**config.mk**
```make
export PLATFORM = sky130hd
export DESIGN_NAME = sorted_set_engine_core
export DESIGN_NICKNAME = d
export VERILOG_FILES = /design/src/rtl/core/ss_pkg.sv /design/src/rtl/core/ss_step.sv /design/src/rtl/core/sorted_set_engine_core.sv
export SDC_FILE = /design/constraint.sdc
export NUM_CORES = 2
export LEC_CHECK = 0
export BUFFER_PORTS_ARGS = -buffer_cell sky130_fd_sc_hd__buf_4
export CORE_ASPECT_RATIO = 0.7
export CORE_MARGIN = 4
export CORE_UTILIZATION = 45
export CTS_BUF_LIST = sky130_fd_sc_hd__clkbuf_8
export DETAILED_ROUTE_END_ITERATION = 10
export PLACE_DENSITY_LB_ADDON = 0.12
export SLEW_MARGIN = 25
export SYNTH_ARGS = -nofsm -noshare
export SYNTH_HDL_FRONTEND = slang
export SYNTH_SLANG_ARGS = --single-unit
```
**constraint.sdc**
```tcl
create_clock -name clk -period 28.7 [get_ports clk]
set_input_delay 5.74 -clock clk [delete_from_list [all_inputs] [get_ports clk]]
set_output_delay 5.74 -clock clk [all_outputs]
set_load 0.005 [all_outputs]
```
**src/rtl/core/ss_pkg.sv**
```systemverilog
// shared types and codes for the sorted set engine
// no dependencies; imported by ss_step, sorted_set_engine_core and the testbench
package ss_pkg;

  // request kinds
  localparam logic [1:0] KIND_MEMBER = 2'd0;
  localparam logic [1:0] KIND_INSERT = 2'd1;
  localparam logic [1:0] KIND_DELETE = 2'd2;

  // source of a memory write
  localparam logic [1:0] SRC_KEY   = 2'd0;
  localparam logic [1:0] SRC_CARRY = 2'd1;
  localparam logic [1:0] SRC_DATA  = 2'd2;

  // decision for one scan step, from ss_step to the core
  typedef struct packed {
    logic       finish;
    logic       success;
    logic       full;
    logic       wr;
    logic       wr_prev;
    logic [1:0] wr_src;
    logic       set_flag;
    logic       inc;
    logic       dec;
  } step_t;

endpackage

```
**src/rtl/core/ss_step.sv**
```systemverilog
// per-entry decision of the sorted set scan: compare, shift and finish
// depends on ss_pkg
module ss_step import ss_pkg::*; (
  input  logic [1:0]  kind,
  input  logic [15:0] key,
  input  logic [15:0] data,
  input  logic        flag,
  input  logic        can_grow,
  input  logic        at_end,
  input  logic        dvalid,
  output step_t       step
);

  logic eq;
  logic gt;

  assign eq = (data == key);
  assign gt = (data > key);

  always_comb begin
    step = '0;
    case (kind)
      KIND_MEMBER: begin
        if (at_end) begin
          step.finish = 1'b1;
        end else if (dvalid) begin
          if (eq) begin
            step.finish  = 1'b1;
            step.success = 1'b1;
          end else if (gt) begin
            step.finish = 1'b1;
          end
        end
      end
      KIND_INSERT: begin
        if (at_end) begin
          step.finish = 1'b1;
          if (flag) begin
            // last shifted entry lands at the old end
            step.wr      = 1'b1;
            step.wr_src  = SRC_CARRY;
            step.inc     = 1'b1;
            step.success = 1'b1;
          end else if (can_grow) begin
            // key is above every held value
            step.wr      = 1'b1;
            step.wr_src  = SRC_KEY;
            step.inc     = 1'b1;
            step.success = 1'b1;
          end else begin
            step.full = 1'b1;
          end
        end else if (dvalid) begin
          if (!flag) begin
            if (eq) begin
              step.finish = 1'b1;
            end else if (gt) begin
              if (can_grow) begin
                step.wr       = 1'b1;
                step.wr_src   = SRC_KEY;
                step.set_flag = 1'b1;
              end else begin
                step.finish = 1'b1;
                step.full   = 1'b1;
              end
            end
          end else begin
            step.wr     = 1'b1;
            step.wr_src = SRC_CARRY;
          end
        end
      end
      KIND_DELETE: begin
        if (at_end) begin
          step.finish = 1'b1;
          if (flag) begin
            step.dec     = 1'b1;
            step.success = 1'b1;
          end
        end else if (dvalid) begin
          if (!flag) begin
            if (eq) begin
              step.set_flag = 1'b1;
            end else if (gt) begin
              step.finish = 1'b1;
            end
          end else begin
            // close the gap: move entry down by one
            step.wr      = 1'b1;
            step.wr_prev = 1'b1;
            step.wr_src  = SRC_DATA;
          end
        end
      end
      default: begin
        step.finish = 1'b1;
      end
    endcase
  end

endmodule

```
**src/rtl/core/sorted_set_engine_core.sv**
```systemverilog
// one request at a time; busy stays high until the cycle done is shown, so a new
// request waits for the single scan over the value ram to finish
// results are never stalled; done is high for exactly one cycle
// rst (synchronous) empties the set; ram contents are not cleared
module sorted_set_engine_core import ss_pkg::*; #(
  parameter int CAPACITY = 256
) (
  input  logic        clk,
  input  logic        rst,
  input  logic        start,
  input  logic [1:0]  kind,
  input  logic [15:0] key_value,
  output logic        busy,
  output logic        done,
  output logic        success,
  output logic        store_full,
  output logic [8:0]  entry_count
);

  localparam int CW = $clog2(CAPACITY + 1);
  localparam int AW = (CAPACITY > 1) ? $clog2(CAPACITY) : 1;

  localparam logic ST_IDLE = 1'b0;
  localparam logic ST_SCAN = 1'b1;

  // control state
  logic          state;
  logic [CW-1:0] count;
  logic [CW-1:0] count_next;
  logic [CW-1:0] di;        // index of the entry whose read data is arriving
  logic [CW-1:0] rd_idx;    // index being read this cycle
  logic          dvalid;    // rd_data holds entry di
  logic          flag;      // insert: key placed; delete: match found

  // payload
  logic [1:0]    op_kind;
  logic [15:0]   op_key;
  logic [15:0]   carry;     // entry displaced by an insert shift
  logic [15:0]   rd_data;
  logic [15:0]   wr_data;
  logic [AW-1:0] wr_addr;
  logic          at_end;
  logic          can_grow;
  step_t         step;

  // sorted value ram, one read and one write port, registered read
  logic [15:0]   mem [CAPACITY];

  assign busy     = (state == ST_SCAN);
  assign at_end   = (di == count);
  assign can_grow = (count < CW'(CAPACITY));

  ss_step u_step (
    .kind     (op_kind),
    .key      (op_key),
    .data     (rd_data),
    .flag     (flag),
    .can_grow (can_grow),
    .at_end   (at_end),
    .dvalid   (dvalid),
    .step     (step)
  );

  // count after this step
  always_comb begin
    count_next = count;
    if (step.inc) begin
      count_next = count + CW'(1);
    end else if (step.dec) begin
      count_next = count - CW'(1);
    end
  end

  // write data and address; the read in flight targets di + 1, so a write
  // at di or di - 1 never meets it and needs no forwarding
  always_comb begin
    case (step.wr_src)
      SRC_KEY:   wr_data = op_key;
      SRC_CARRY: wr_data = carry;
      SRC_DATA:  wr_data = rd_data;
      default:   wr_data = op_key;
    endcase
    wr_addr = step.wr_prev ? (di[AW-1:0] - AW'(1)) : di[AW-1:0];
  end

  // control registers
  always_ff @(posedge clk) begin
    if (rst) begin
      state  <= ST_IDLE;
      done   <= 1'b0;
      count  <= '0;
      di     <= '0;
      rd_idx <= '0;
      dvalid <= 1'b0;
      flag   <= 1'b0;
    end else begin
      done <= 1'b0;
      case (state)
        ST_IDLE: begin
          if (start) begin
            di     <= '0;
            rd_idx <= '0;
            dvalid <= 1'b0;
            flag   <= 1'b0;
            state  <= ST_SCAN;
          end
        end
        ST_SCAN: begin
          rd_idx <= rd_idx + CW'(1);
          dvalid <= 1'b1;
          count  <= count_next;
          if (step.set_flag) begin
            flag <= 1'b1;
          end
          if (dvalid && !at_end) begin
            di <= di + CW'(1);
          end
          if (step.finish) begin
            state <= ST_IDLE;
            done  <= 1'b1;
          end
        end
        default: begin
          state <= ST_IDLE;
        end
      endcase
    end
  end

  // request capture, carry and result registers
  always_ff @(posedge clk) begin
    if (state == ST_IDLE && start) begin
      op_kind <= kind;
      op_key  <= key_value;
    end
    if (state == ST_SCAN && dvalid && !at_end) begin
      carry <= rd_data;
    end
    if (state == ST_SCAN && step.finish) begin
      success     <= step.success;
      store_full  <= step.full;
      entry_count <= 9'(count_next);
    end
  end

  // ram ports
  always_ff @(posedge clk) begin
    rd_data <= mem[rd_idx[AW-1:0]];
    if (state == ST_SCAN && step.wr) begin
      mem[wr_addr] <= wr_data;
    end
  end

endmodule

```
==> impl_metrics.csv <==
group,metric,value,unit
detailed_routing,drc,0,
detailed_routing,avgRoutedWirePerCell,34.58,um
die,rows,184,
pwr,total_power,11.78,mW
cts,cts_tree,"done",
placement,dp.cells,12480,
synth,synth_top_cell_by_area,"edfxtp_1",
worst_setup_path,slowest_delay,0.37,ns
worst_setup_path,arrival,1.62,ns
pwr,power_frac_clock,38.4,%
die,dieArea,0.3697,mm2
sta,relSlewSlack,18.44,%
global_routing,grt_overflow_total,0,
global_routing,grt_util_all_layers,25.06,%
pwr,p_int,9.117,mW
sta,slew_viol_final,0,
cts,holdBufCountCts,0,
pwr,power_frac_seq,57.4,%
cts,h-tree-depth,6,
synth,synth_seq_area_share,77.34,%
die,dieHeight,509.9,um
global_routing,antenna_found_initial,27,
sta,finClkSkew,0.08919,ns
global_routing,grt_pass1_vias,82220,
synth,async_reset_ff_share,0,%
cells_and_area,utilization,50.85,%
cts,path_clk_slew,0.06,ns
placement,hpwlAfterDp,280.6,mm
detailed_routing,num_vias,84870,
worst_setup_path,cp-start-kind,"register",
synth,postSynthAreaPerCell,20.91,um2
sta,finalCritPeriodShare,25.63,%
detailed_routing,firstDrtPassIters,5,
sta,post-route-min-period,7.357,ns
detailed_routing,drtAntennaViolNets,0,
worst_setup_path,path_delay_family,"flip-flops",
die,start_util,45.16,%
cts,numCtsBuffers,639,
pwr,switchingPower,2.658,mW
synth,ys_ff_latch,4187,
cts,ctsResizeCount,0,
pwr,max-vdd-ir-drop,0.03549,mV
worst_setup_path,worstPathMaxFanout,1,
cells_and_area,fin_cells,13620,
synth,synth_ff_type,"edfxtp_1",
synth,synth_edf_count,4141,
cts,clock_latency,1.13,ns
sta,finalHoldViolCount,0,
cts,cts_setup_buffers,0,
worst_setup_path,cpMaxStageDelayCell,"edfxtp_1",
die,ios,34,
pwr,swShare,22.57,%
detailed_routing,totalWireLength,470.8,mm
synth,yosys_warnings,0,
synth,syn_area,0.1620,mm2
die,core,0.3587,mm2
placement,io_buffer_count,33,
pwr,power_density,64.56,mW/mm2
cells_and_area,area_growth,12.62,%
synth,syn_inst,7746,
placement,gp_congestion,0.9104,
worst_setup_path,cp_cell_sequence,"buf_4",
worst_setup_path,crit_type,"reg -> out",
worst_setup_path,required,22.96,ns
synth,synth_top_area_share,76.78,%
cts,clockBufferDepth,4,
global_routing,grt_first_pass_wirelength,653.4,mm
worst_setup_path,end_kind,"output pin",
synth,synth_fp_nets,7794,
cells_and_area,drive_above_1_share,26.12,%
detailed_routing,vias_per_cell,6.233,
status,status,"finished, final reports clean",
synth,synthTopCellsByArea,"edfxtp_1 77%, mux4_2 11%, mux2i_1 3.1%",
pwr,combPwrFrac,4.3,%
flow_run,cap_violations,0,
cells_and_area,nNetsFinal,8444,
cts,cts_sinks,4187,
min_path,hp-class,"reg -> reg",
die,die_x,725.1,um
sta,setup_viol,0,
sta,max_freq,135.9,MHz
sta,finalSetupTns,0,ns
detailed_routing,drtIter0Drc,11960,
sta,tightest_slew,1.216,ns
global_routing,grt_max_degree,217,
pwr,p_leak,56.08,nW
cts,cts_root_buf,"clkbuf_8",
worst_setup_path,crit_buf_inv,1,
synth,synth_cell_types,75,
sta,rsz0062_at_grt,"no",
==> power groups by stage <==
stage               combinational (mW)  clock [mW]  sequential, mW
finish                           0.503        4.52            6.76
floorplan                        0.331           0            6.93
detailed placement               0.502           0            6.89
global route                     0.537        4.90            6.75
CTS                              0.502        4.61            6.76
global placement                 0.487           0            6.89
==> cells by family after synthesis <==
family / count (synthesis) / synth area share (%)
AOI/OAI and AO/OA: 976 / 4.252
adders and majority gates: 27 / 0.2086
buffers and inverters: 510 / 1.495
xor gates and xnor gates: 28 / 0.1514
and+or+nand+nor: 710 / 2.184
DFF: 4187 / 77.34
muxes: 1308 / 14.36
==> worst paths after layout <==
check / from / endpoint / slack [ns] / cells after the start
worst min register to register: rd_data[0] / carry[0] / 0.50 / 0
worst min-delay path: rd_data[0] / carry[0] / 0.50 / 0
worst max register to register: op_kind[0] / mem[0][7] / 22.03 / 13
worst max-delay path: entry_count[2] / entry_count[2] / 21.34 / 1
==> layout make-up <==
| type | instances | area [um2] |
|---|---|---|
| Antenna cell | 9 | 22.52 |
| Sequential cell | 4187 | 125300 |
| Fill cell | 28640 | 176300 |
| Inverter | 35 | 137.6 |
| Multi-Input combinational cell | 3049 | 35560 |
| Clock buffer | 661 | 9097 |
| Timing Repair Buffer | 484 | 4195 |
| Tap cell | 4743 | 5934 |
| Clock inverter | 448 | 2166 |
==> worst reg2reg max path, cell delays in order (launching register included) <==
cell	delay, ns
edfxtp_1	0.42
inv_1	0.11
ha_1	0.23
and2_1	0.25
nand2_1	0.12
a31oi_1	0.80
nand2_1	0.24
ha_2	0.38
buf_4	0.51
a221oi_1	0.19
a21oi_4	0.72
buf_4	0.61
buf_4	0.88
buf_6	0.65
==> layer usage <==
metal	GRT usage (%)	part of all wire, %	vias up
met3	6.048	11	624
met1	39.69	45	45590
met2	34.95	42	4437
li1	-	-	34200
met4	5.999	2.3	16
met5	0	0.024	-
==> metrics by stage <==
stage               cell area, um2  worst slack, ns  hold slack [ns]
CTS                         182000            21.22           0.4925
floorplan                   162000            14.52           0.4306
finish                      182400            21.34           0.5038
global placement            170200            20.26           0.4789
detailed placement          170700            20.97           0.4738
global route                182400            21.23           0.5062
==> cell usage in the layout (no fill, tap or decap), drive strengths merged, types with 6 or more instances in the layout <==
cell type  netlist  layout
nor4            35      35
nand3           55      55
o21ai           39      39
o22ai          115     115
nand4           26      26
or4             17      17
a22oi          222     222
a22o             7       7
mux4           813     813
xor2            10      10
nor2           231     231
clkbuf         238     661
ha              27      27
o31ai           12      12
diode            0       9
nor3           172     172
edfxtp        4141    4141
dfxtp           46      46
nor2b            7       7
and2            13      13
nand3b           6       6
or3             13      13
o221ai         205     205
nand2b          12      12
xnor2           18      18
nand2           89      89
a211oi          47      47
and3            16      16
o211ai          41      41
buf            237     484
inv             33     275
a21oi          236     236
mux2i          494     494
clkinv           2     186
clkinvlp         0      17
a221oi          17      17
==> flip-flops by register name, summed over array words and instances, names as in the netlist, 2 cells and up <==
register	cells
rd_idx	8
op_kind	2
entry_count	9
carry	16
mem	4096
op_key	16
count	9
rd_data	16
di	9
==> cells in the mapped netlist (86+ instances only) <==
| master | count |
|---|---|
| buf_2 | 86 |
| a22oi_1 | 222 |
| nor2_1 | 231 |
| nor3_1 | 169 |
| nand2_1 | 88 |
| clkbuf_1 | 237 |
| edfxtp_1 | 4141 |
| mux2i_1 | 494 |
| mux4_2 | 813 |
| o221ai_1 | 204 |
| o22ai_1 | 115 |
| a21oi_1 | 232 |
| buf_4 | 90 |
Note: power is estimated with default switching activity, not from simulation.
